<file path="src/hw/rtl/nts_pkg.sv">
// Package for the modulo-12289 NTT twiddle stage: widths, reduction constants,
// twiddle tables and the control struct shared by the control and top files.
// No dependencies.
`default_nettype none

package nts_pkg;

   localparam int LANES   = 8;
   localparam int COLS    = 4;
   localparam int IN_W    = 32;
   localparam int OUT_W   = 15;
   localparam int RED_W   = 16;
   localparam int TW_W    = 14;
   localparam int SHP_W   = 30;
   localparam int GRP_W   = 2;
   localparam int IN_BUS  = 256;
   localparam int OUT_BUS = 120;

   localparam logic [13:0] MOD_Q     = 14'd12289;
   localparam logic [18:0] BARRETT_R = 19'd349496;

   // Twiddle values and their Shoup constants floor(w * 2^30 / q), by group and column.
   localparam logic [TW_W-1:0] TW_VAL [COLS][COLS] = '{
      '{14'd1, 14'd1,    14'd1,     14'd1},
      '{14'd1, 14'd7506, 14'd4134,  14'd7260},
      '{14'd1, 14'd7260, 14'd8246,  14'd79},
      '{14'd1, 14'd4134, 14'd11567, 14'd8246}
   };

   localparam logic [SHP_W-1:0] TW_SHOUP [COLS][COLS] = '{
      '{30'd87374, 30'd87374,     30'd87374,      30'd87374},
      '{30'd87374, 30'd655830916, 30'd361205037,  30'd634336857},
      '{30'd87374, 30'd634336857, 30'd720487841,  30'd6902563},
      '{30'd87374, 30'd361205037, 30'd1010657635, 30'd720487841}
   };

   localparam logic [GRP_W-1:0] GRP_PASS = 2'd0;

   typedef struct packed {
      logic             en;
      logic [GRP_W-1:0] grp_s2;
      logic             vld_s3;
      logic [GRP_W-1:0] grp_cnt;
   } nts_ctrl_type;

endpackage

`default_nettype wire

</file>
<file path="src/hw/rtl/nts_lane.sv">
// One coefficient lane: Barrett reduction followed by the Shoup twiddle multiply,
// in four register stages that all advance on the shared enable. Uses nts_pkg.
`default_nettype none

module nts_lane
   import nts_pkg::*;
(
   input  wire                     clock,
   input  wire                     en,
   input  wire  signed [IN_W-1:0]  x,
   input  wire         [TW_W-1:0]  w,
   input  wire         [SHP_W-1:0] wp,
   input  wire                     pass,
   output logic        [OUT_W-1:0] y
);

   localparam logic [RED_W-1:0] Q16 = RED_W'(MOD_Q);
   localparam logic [OUT_W-1:0] Q15 = OUT_W'(MOD_Q);

   logic signed [51:0]       bprod_c;
   logic        [RED_W-1:0]  t_ff, t_in;
   logic        [RED_W-1:0]  xl_ff, xl_in;
   logic        [RED_W-1:0]  qt_c;
   logic signed [RED_W-1:0]  r_ff, r_in;
   logic signed [46:0]       sprod_c;
   logic        [OUT_W-1:0]  s_ff, s_in;
   logic        [OUT_W-1:0]  rw_ff, rw_in;
   logic        [OUT_W-1:0]  rp_ff, rp_in;
   logic                     pass_ff, pass_in;
   logic        [OUT_W-1:0]  qs_c;
   logic        [OUT_W-1:0]  y_ff, y_in;

   // The reduced value lies in [-q, 2q), so its low 16 bits hold it exactly;
   // only the low bits of the quotient estimate are needed to form it.
   assign bprod_c = x * $signed({1'b0, BARRETT_R});
   assign t_in    = bprod_c[47:32];
   assign xl_in   = x[RED_W-1:0];

   assign qt_c    = RED_W'(t_ff * Q16);
   assign r_in    = $signed(xl_ff - qt_c);

   assign sprod_c = r_ff * $signed({1'b0, wp});
   assign s_in    = sprod_c[44:30];
   assign rw_in   = OUT_W'(r_ff[OUT_W-1:0] * {1'b0, w});
   assign rp_in   = r_ff[OUT_W-1:0];
   assign pass_in = pass;

   assign qs_c    = OUT_W'(s_ff * Q15);
   assign y_in    = pass_ff ? rp_ff : OUT_W'(rw_ff - qs_c);

   always_ff @(posedge clock) begin
      if (en) begin
         t_ff    <= t_in;
         xl_ff   <= xl_in;
         r_ff    <= r_in;
         s_ff    <= s_in;
         rw_ff   <= rw_in;
         rp_ff   <= rp_in;
         pass_ff <= pass_in;
         y_ff    <= y_in;
      end
   end

   assign y = y_ff;

endmodule

`default_nettype wire

</file>
<file path="config.mk">
export PLATFORM = sky130hd
export DESIGN_NAME = nts_lane
export DESIGN_NICKNAME = d
export VERILOG_FILES = /design/src/hw/rtl/nts_pkg.sv /design/src/hw/rtl/nts_lane.sv
export SDC_FILE = /design/constraint.sdc
export NUM_CORES = 2
export LEC_CHECK = 0
export BUFFER_PORTS_ARGS = -buffer_cell sky130_fd_sc_hd__buf_2
export CAP_MARGIN = 20
export CORE_MARGIN = 2
export CORE_UTILIZATION = 35
export DETAILED_ROUTE_END_ITERATION = 10
export HOLD_SLACK_MARGIN = 0.1
export SLEW_MARGIN = 20
export SYNTH_ARGS = -nofsm -noshare
export SYNTH_HDL_FRONTEND = slang
export SYNTH_SLANG_ARGS = --single-unit
</file>
<file path="constraint.sdc">
create_clock -name clock -period 7.25 [get_ports clock]
set_input_delay 0.3625 -clock clock [delete_from_list [all_inputs] [get_ports clock]]
set_output_delay 0.3625 -clock clock [all_outputs]
set_load 0.01 [all_outputs]
</file>
==> impl_metrics.tcl <==
set metrics [dict create \
    outcome "completed" \
    drive_above_1_share_pct 4.50 \
    final_cell_mix "inv_1, fa_1, ha_1, nand2_1, and2_1" \
    hpwl_um 63200 \
    synth_top_flop_cell "edfxtp_1" \
    num_io_pins 94 \
    area_growth_pct 6.79 \
    synth_nets 4831 \
    final_hold_viol_count 0 \
    place_congestion 0.855 \
    worst_hold_path_type "primary input to flop" \
    synth.avg_cell_area_um2 9.35 \
    start_util_pct 35.3 \
    endpoint_kind "flop" \
    final_common_cell "inv_1" \
    viasPerCell 4.60 \
    synthArstFlopShare_pct 0 \
    overflow 0 \
    synth.largest_area_cell "fa_1" \
    crit_start "r_ff[10]" \
    clk_latency_ns 0.37 \
    syn_area_mm2 0.0336 \
    whs_path_depth 1 \
    num_antenna_cells 0 \
    fin_nets 4871 \
    timing.rr.start "r_ff[10]" \
    reg2reg_depth 23 \
    first_pass_iters 5 \
    cp-start-kind "flop" \
    drv_slew 0 \
    period_share_pct 91.8 \
    syn_inst 3596 \
    ys_types 58 \
    synth_area_leaders "fa_1, ha_1, inv_1, edfxtp_1, and2_1" \
    rows 113 \
    worst-slew-pin-transition_ns 1.06 \
    grt_pass1_vias 24653 \
    max_stage_delay_ns 0.58 \
    critical_path.top_delay_family "adder cells" \
    finalClockSkew_ns 0.0126 \
    path_buf_inv 5 \
    die_w_um 314 \
    grt_antenna_before_repair 1 \
    die_height_um 314 \
    wl_um 79000 \
    synth.top_cell.area_share_pct 40.4 \
    yosys_warnings 0 \
    portBuffers 93 \
    critPathSlowestCell "edfxtp_1" \
    rsz0062_at_grt "no" \
    critPathRequiredTime_ns 7.37 \
    num_vias 22590 \
    clkSinkCount 109 \
    crit_arrival_ns 6.78 \
    crit_chain "buf_4, and2_1, fa_1, inv_1, fa_1, inv_1, fa_1, fa_1, fa_1, inv_1, fa_1, inv_1, ha_1, a21oi_1, o21ai_0, nor3_1, nand3_1, o21ai_2, a21boi_2, a21o_1, a31o_2, a21oi_1, xnor2_1" \
    cp_common_cell "fa_1" \
    ant_nets 0 \
    core_mm2 0.0952 \
    critical_path_class "flop to flop" \
    path_depth 23 \
    setup_viol 0 \
    clk_pin_slew_ns 0.08 \
    yosys_register_bits 109 \
    root_buffer "clkbuf_16" \
    relSlewSlack_pct 29.0 \
    clockBufferDepth 2 \
    grt_max_degree 62 \
    synth_edf_count 109 \
    drc_errors 0 \
    numCtsBuffers 9 \
    maxCapViolCount 0 \
    fmax_mhz 150 \
    cts_hold_buffers 0 \
    avgRoutedWirePerCell_um 16.1 \
    dieArea_mm2 0.0985 \
    first_iter_violations 990 \
    min_from "pass" \
    tns_ns 0 \
    min_period_ns 6.66 \
    critical_path.max_fanout 13 \
    grt_first_pass_wirelength_um 131000 \
    grt_use_total_pct 16.8 \
    cts_tree "built" \
    htreeDepth 3 \
    seq_area_frac_synth_pct 9.74 \
]
[cell type report]
type | count | area [um2]
Clock inverter | 6 | 46.3
Timing Repair Buffer | 131 | 816
Clock buffer | 10 | 229
Multi-Input combinational cell | 2274 | 25800
Sequential cell | 109 | 3270
Fill cell | 9671 | 59300
Inverter | 1111 | 4170
Tap cell | 1265 | 1580
[what timing repair did]
action / CTS / global route
setup buffers: 0 / 3
setup endpoints to repair: 0 / 2
resized for setup: 0 / 0
endpoints found under the hold margin: 0 / 0
[synth_stat cells (6+ instances only)]
cell type	number
and3_1	6
a21oi_1	65
o21a_1	15
a21o_1	25
o21bai_1	10
ha_1	477
nand4_1	7
fa_1	679
o21ai_0	50
xnor2_1	93
inv_1	1111
and2_1	252
nand2b_1	13
nor3_1	20
nand2_1	371
clkbuf_1	101
a31oi_1	6
nand3_1	11
a211oi_1	6
xor2_1	30
nor2_1	75
edfxtp_1	109
[metrics by stage]
stage | util (%) | setup WS (ns) | instance area [um2] | hold slack [ns] | std cells
2_1_floorplan | - | 1.10 | 33600 | 0.424 | 3596
3_3_place_gp | 37.4 | 0.471 | 35600 | 0.538 | 4887
3_5_place_dp | 37.4 | 0.382 | 35600 | 0.522 | 4887
4_1_cts | 37.7 | 0.375 | 35900 | 0.193 | 4903
5_1_grt | 37.7 | 0.324 | 35900 | 0.196 | 4906
6_report | 37.7 | 0.592 | 35900 | 0.209 | 4906
[cell families after synthesis]
family | Yosys count | share of synthesized area, %
AO/OA/AOI/OAI | 221 | 4.27
buffers and inverters | 1213 | 13.6
adder cells (fa/ha/maj) | 1156 | 58.2
XOR/XNOR | 123 | 3.21
flip-flops | 109 | 9.74
AND/OR/NAND/NOR | 774 | 11.0
[metal layers]
layer  up-vias  GRT usage [%]  routed length (um)
met3        75           1.99                3260
met4         0           3.51                1450
li1      10631              -                   -
met5         -              0                   0
met1     11416           22.1               35300
met2       468           29.5               38900
[registers in the layout (all words and copies together), names as in the netlist]
name     count
r_ff        16
t_ff        16
xl_ff       16
rp_ff       15
rw_ff       15
s_ff        15
y           15
pass_ff      1
[path summary, 6_finish.rpt]
| check | end | slack [ns] |
|---|---|---|
| min | pass_ff | 0.21 |
| max | s_ff[14] | 0.59 |
| max reg2reg | s_ff[14] | 0.59 |
| min reg2reg | y[13] | 0.54 |
Power is not shown: default switching activity piles up to over one toggle a cycle in this logic, so the estimate is an artifact.
