File: src/hw/rtl/nts_pkg.sv
// Package for the modulo-12289 NTT twiddle stage: widths, reduction constants,
// twiddle tables and the control struct shared by the control and top files.
// No dependencies.
`default_nettype none

package nts_pkg;

   localparam int LANES   = 8;
   localparam int COLS    = 4;
   localparam int IN_W    = 32;
   localparam int OUT_W   = 15;
   localparam int RED_W   = 16;
   localparam int TW_W    = 14;
   localparam int SHP_W   = 30;
   localparam int GRP_W   = 2;
   localparam int IN_BUS  = 256;
   localparam int OUT_BUS = 120;

   localparam logic [13:0] MOD_Q     = 14'd12289;
   localparam logic [18:0] BARRETT_R = 19'd349496;

   // Twiddle values and their Shoup constants floor(w * 2^30 / q), by group and column.
   localparam logic [TW_W-1:0] TW_VAL [COLS][COLS] = '{
      '{14'd1, 14'd1,    14'd1,     14'd1},
      '{14'd1, 14'd7506, 14'd4134,  14'd7260},
      '{14'd1, 14'd7260, 14'd8246,  14'd79},
      '{14'd1, 14'd4134, 14'd11567, 14'd8246}
   };

   localparam logic [SHP_W-1:0] TW_SHOUP [COLS][COLS] = '{
      '{30'd87374, 30'd87374,     30'd87374,      30'd87374},
      '{30'd87374, 30'd655830916, 30'd361205037,  30'd634336857},
      '{30'd87374, 30'd634336857, 30'd720487841,  30'd6902563},
      '{30'd87374, 30'd361205037, 30'd1010657635, 30'd720487841}
   };

   localparam logic [GRP_W-1:0] GRP_PASS = 2'd0;

   typedef struct packed {
      logic             en;
      logic [GRP_W-1:0] grp_s2;
      logic             vld_s3;
      logic [GRP_W-1:0] grp_cnt;
   } nts_ctrl_type;

endpackage

`default_nettype wire

File: src/hw/rtl/nts_ctrl.sv
// Control for the twiddle stage: group counter, valid bits of the four pipeline
// stages and the common stall enable. Uses nts_pkg.
`default_nettype none

module nts_ctrl
   import nts_pkg::*;
(
   input  wire          clock,
   input  wire          reset,
   input  wire          in_valid,
   input  wire          out_ready,
   output logic         in_ready,
   output logic         out_valid,
   output nts_ctrl_type ctrl
);

   logic             en;
   logic             acc;
   logic [GRP_W-1:0] cnt_ff, cnt_in;
   logic [GRP_W-1:0] grp1_ff, grp1_in;
   logic [GRP_W-1:0] grp2_ff, grp2_in;
   logic [4:1]       vld_ff, vld_in;

   // The whole pipeline holds only while a finished item waits at the output.
   assign en      = !vld_ff[4] || out_ready;
   assign acc     = in_valid && en;

   assign cnt_in  = acc ? GRP_W'(cnt_ff + 1'b1) : cnt_ff;
   assign grp1_in = en ? cnt_ff : grp1_ff;
   assign grp2_in = en ? grp1_ff : grp2_ff;
   assign vld_in  = en ? {vld_ff[3:1], acc} : vld_ff;

   always_ff @(posedge clock) begin
      if (reset) begin
         cnt_ff <= '0;
         vld_ff <= '0;
      end else begin
         cnt_ff <= cnt_in;
         vld_ff <= vld_in;
      end
   end

   always_ff @(posedge clock) begin
      grp1_ff <= grp1_in;
      grp2_ff <= grp2_in;
   end

   assign in_ready     = en;
   assign out_valid    = vld_ff[4];
   assign ctrl.en      = en;
   assign ctrl.grp_s2  = grp2_ff;
   assign ctrl.vld_s3  = vld_ff[3];
   assign ctrl.grp_cnt = cnt_ff;

endmodule

`default_nettype wire

File: config.mk
export PLATFORM = sky130hd
export DESIGN_NAME = nts_ctrl
export DESIGN_NICKNAME = d
export VERILOG_FILES = /design/src/hw/rtl/nts_pkg.sv /design/src/hw/rtl/nts_ctrl.sv
export SDC_FILE = /design/constraint.sdc
export NUM_CORES = 1
export LEC_CHECK = 0
export ABC_CLOCK_PERIOD_IN_PS = 1290
export BUFFER_PORTS_ARGS = -buffer_cell sky130_fd_sc_hd__buf_2
export CAP_MARGIN = 20
export CORE_AREA = 2 2 39 41
export CTS_CLUSTER_DIAMETER = 150
export DETAILED_ROUTE_END_ITERATION = 6
export DIE_AREA = 0 0 41 43
export GPL_TIMING_DRIVEN = 0
export PLACE_DENSITY = 0.49
export SYNTH_ARGS = -nofsm -noshare
export SYNTH_HDL_FRONTEND = slang
export SYNTH_SLANG_ARGS = --single-unit
export TNS_END_PERCENT = 1
File: constraint.sdc
create_clock -name clock -period 1.29 [get_ports clock]
set_input_delay 0.0645 -clock clock [delete_from_list [all_inputs] [get_ports clock]]
set_output_delay 0.0645 -clock clock [all_outputs]
set_load 0.01 [all_outputs]
==> flow_metrics.py <==
metrics = {
    "outcome": {
        "outcome": "complete, no violations",
    },
    "hold_path": {
        "min_path_type": "input port to register",
        "hp-start": "reset",
    },
    "synthesis": {
        "ys_warn_count": 0,
        "synthSimpleGateAreaFrac_pct": 13.03,
        "avgSynthCellArea_um2": 12.80,
        "synth_mux_area_share_pct": 11.73,
        "syn_nets": 34,
        "yosys-top-cells-area": "dfxtp_1, edfxtp_1, mux2i_1",
        "syn-cell-area_um2": 384.1,
        "synth_top_family_by_area": "simple AND/OR/NAND/NOR gates",
        "seq_area_frac_synth_pct": 62.54,
        "synth_seq_cells": 10,
        "synth_top_cell_area_share_pct": 31.27,
        "synth_area_leader_cell": "dfxtp_1",
        "synth_fa_ha_area_share_pct": 0,
        "synth_xor_xnor_area_share_pct": 0,
        "synth-compound-area-share_pct": 4.886,
        "synth_cell_type_count": 14,
        "synth_cells": 30,
    },
    "timing": {
        "drv_slew": 0,
        "fin_crit_sh_pct": 88.54,
        "grt_setup_unrepaired": "no",
        "max_freq_ghz": 0.8755,
        "hold_violations": 0,
        "min_period_ns": 1.142,
        "max_slew.worst_pin.slew_ns": 0.1328,
        "finalClockSkew_ns": 0.006090,
        "finalSetupViolations": 0,
        "fin_tns_setup_ns": 0,
        "slew_headroom_pct": 90.89,
    },
    "placed_design": {
        "place.gp.congestion": 0.6353,
        "port_buffers": 11,
        "place_inst": 57,
    },
    "floorplan": {
        "initial_core_util_pct": 27.76,
        "die-area_um2": 1763,
        "core_area_um2": 1384,
        "io_pins": 12,
        "num_rows": 14,
        "die_w_um": 41,
        "dieHeight_um": 43,
    },
    "worst_setup_path": {
        "worst_path_max_delay_cell": "dfxtp_1",
        "rr_startpoint": "vld_ff[4]$_SDFFE_PP0P_",
        "endpoint_kind": "output port",
        "worstRegToRegCells": 4,
        "required_ns": 1.23,
        "startpoint": "vld_ff[4]$_SDFFE_PP0P_",
        "slowest_delay_ns": 0.34,
        "crit_fanout": 13,
        "endpoint": "ctrl[5]",
        "r2r_end": "cnt_ff[1]$_SDFFE_PP0P_",
        "crit_arrival_ns": 1.08,
        "r2r_setup_slack_ns": 0.23,
        "setup.worst_path.class": "register to output port",
        "cp_cell_sequence": "nand2b_2 -> buf_6 -> buf_4 -> buf_2",
        "start_kind": "register",
    },
    "clocking": {
        "cts_hold_buffers": 0,
        "cts_made_buffers": 3,
        "root_buffer": "clkbuf_4",
        "clock-sinks": 10,
        "cts_setup_buffers": 0,
        "clockBufferDepth": 2,
        "clk_pin_slew_ns": 0.07,
        "clk-insertion-delay-late_ns": 0.26,
        "ctsResizeCount": 0,
        "cts_tree": "done",
        "htreeDepth": 1,
    },
    "cells_and_area": {
        "antenna_cells": 0,
        "fin_cells": 61,
        "drive_above_1_share_pct": 46.67,
        "nets": 50,
        "n_fill_cell": 139,
        "area_growth_pct": 26.38,
    },
    "grt": {
        "grt_pass1_vias": 244,
        "grt_pass1_wl_um": 979,
        "grt_max_degree": 14,
        "grt_remaining_overflow": 0,
        "antenna_found_initial": 0,
        "grt_usage_pct": 9.432,
    },
    "detailed_routing": {
        "wl_um": 603,
        "routed_via_density": 4.246,
        "dr.pass1.iters": 4,
        "drc": 0,
        "initialDrtViolationCount": 2,
        "via_count": 259,
        "wl_per_cell_um": 9.885,
        "antenna_left": 0,
    },
    "power": {
        "p_leak_nw": 0.2387,
        "powerDensity_nw_per_um2": 1306,
        "ir_drop_uv": 366.5,
    },
    "flow_run": {
        "cap_viol_max_count": 0,
    },
}
-- registers in the layout, indices dropped and copies added (netlist names) --
register,flops
cnt_ff,2
grp1_ff,2
grp2_ff,2
vld_ff,4
-- critical path: cells and delay by family (launching register included) --
kind                   cells  cell delay, ns
buffers and inverters      3            0.41
DFF                        1            0.34
and+or+nand+nor            1            0.06
-- per-stage QoR --
step	power (mW)	setup WS (ns)	util, %	hold WS (ns)	area [µm²]
floorplan	0.3986	0.2237	-	0.1336	384.1
finish	0.6339	0.1478	35.08	0.05236	485.5
global placement	0.4214	0.2739	33.18	0.3266	459.2
detailed placement	0.4254	0.2391	33.18	0.3288	459.2
CTS	0.6438	0.1316	35.08	0.04034	485.5
global route	0.6565	0.1053	35.08	0.06082	485.5
-- cells by family after synthesis --
kind of cell / Yosys count
AND/OR/NAND/NOR: 9
multiplexers: 4
AO/OA/AOI/OAI: 3
buffers and inverters: 4
flip-flops: 10
-- cells in the mapped netlist --
cell type	count
nand2b_2	1
edfxtp_1	4
buf_4	2
buf_6	1
dfxtp_1	6
nand3_2	1
nor2b_1	1
mux2_4	1
nor2_1	5
a31o_2	1
nand2b_1	1
inv_1	1
mux2i_1	3
a21oi_1	2
-- layout by cell type (no fill, tap or decap) --
cell type / instances
buf_6: 1
buf_2: 11
nor2_1: 5
a21oi_1: 2
nand2b_1: 1
buf_4: 2
edfxtp_1: 4
a31o_2: 1
mux2i_1: 3
nand3_2: 1
dfxtp_1: 6
clkinv_1: 1
inv_1: 1
nor2b_1: 1
nand2b_2: 1
mux2_4: 1
clkbuf_4: 3
-- power breakdown --
group          leakage [nW]  total, mW  switching [mW]  internal, mW
combinational         0.127     0.0539          0.0256        0.0282
clock                0.0154      0.217           0.106         0.112
sequential           0.0963      0.363          0.0111         0.352
total                 0.239      0.634           0.142         0.491
-- worst min path at each step --
stage / endpoint / cells past startpoint
after floorplan: vld_ff[4]$_SDFFE_PP0P_ / 1
after global placement: vld_ff[4]$_SDFFE_PP0P_ / 2
after detailed placement: vld_ff[4]$_SDFFE_PP0P_ / 2
after CTS: vld_ff[4]$_SDFFE_PP0P_ / 2
after global routing: vld_ff[3]$_SDFFE_PP0P_ / 2
final: vld_ff[4]$_SDFFE_PP0P_ / 2
-- cell type report --
type                       instances  area, µm²  area share [%]
sequential                        10      240.2           49.48
inverter                           1      3.754          0.7732
tap                               16      20.02           4.124
clock inverter                     1      3.754          0.7732
timing repair buffer              11      55.05           11.34
clock buffer                       3      22.52           4.639
buffer                             3      26.28           5.412
multi-input combinational         16      113.9           23.45
-- routing by layer --
layer / up-vias / global-route usage [%] / routed length, µm
met5: - / 0 / 0
met4: 0 / 12.00 / 10
met3: 2 / 4.712 / 50
met2: 10 / 12.81 / 290
met1: 115 / 8.306 / 252
li1: 132 / - / -
Power figures use the tool's default switching activity.
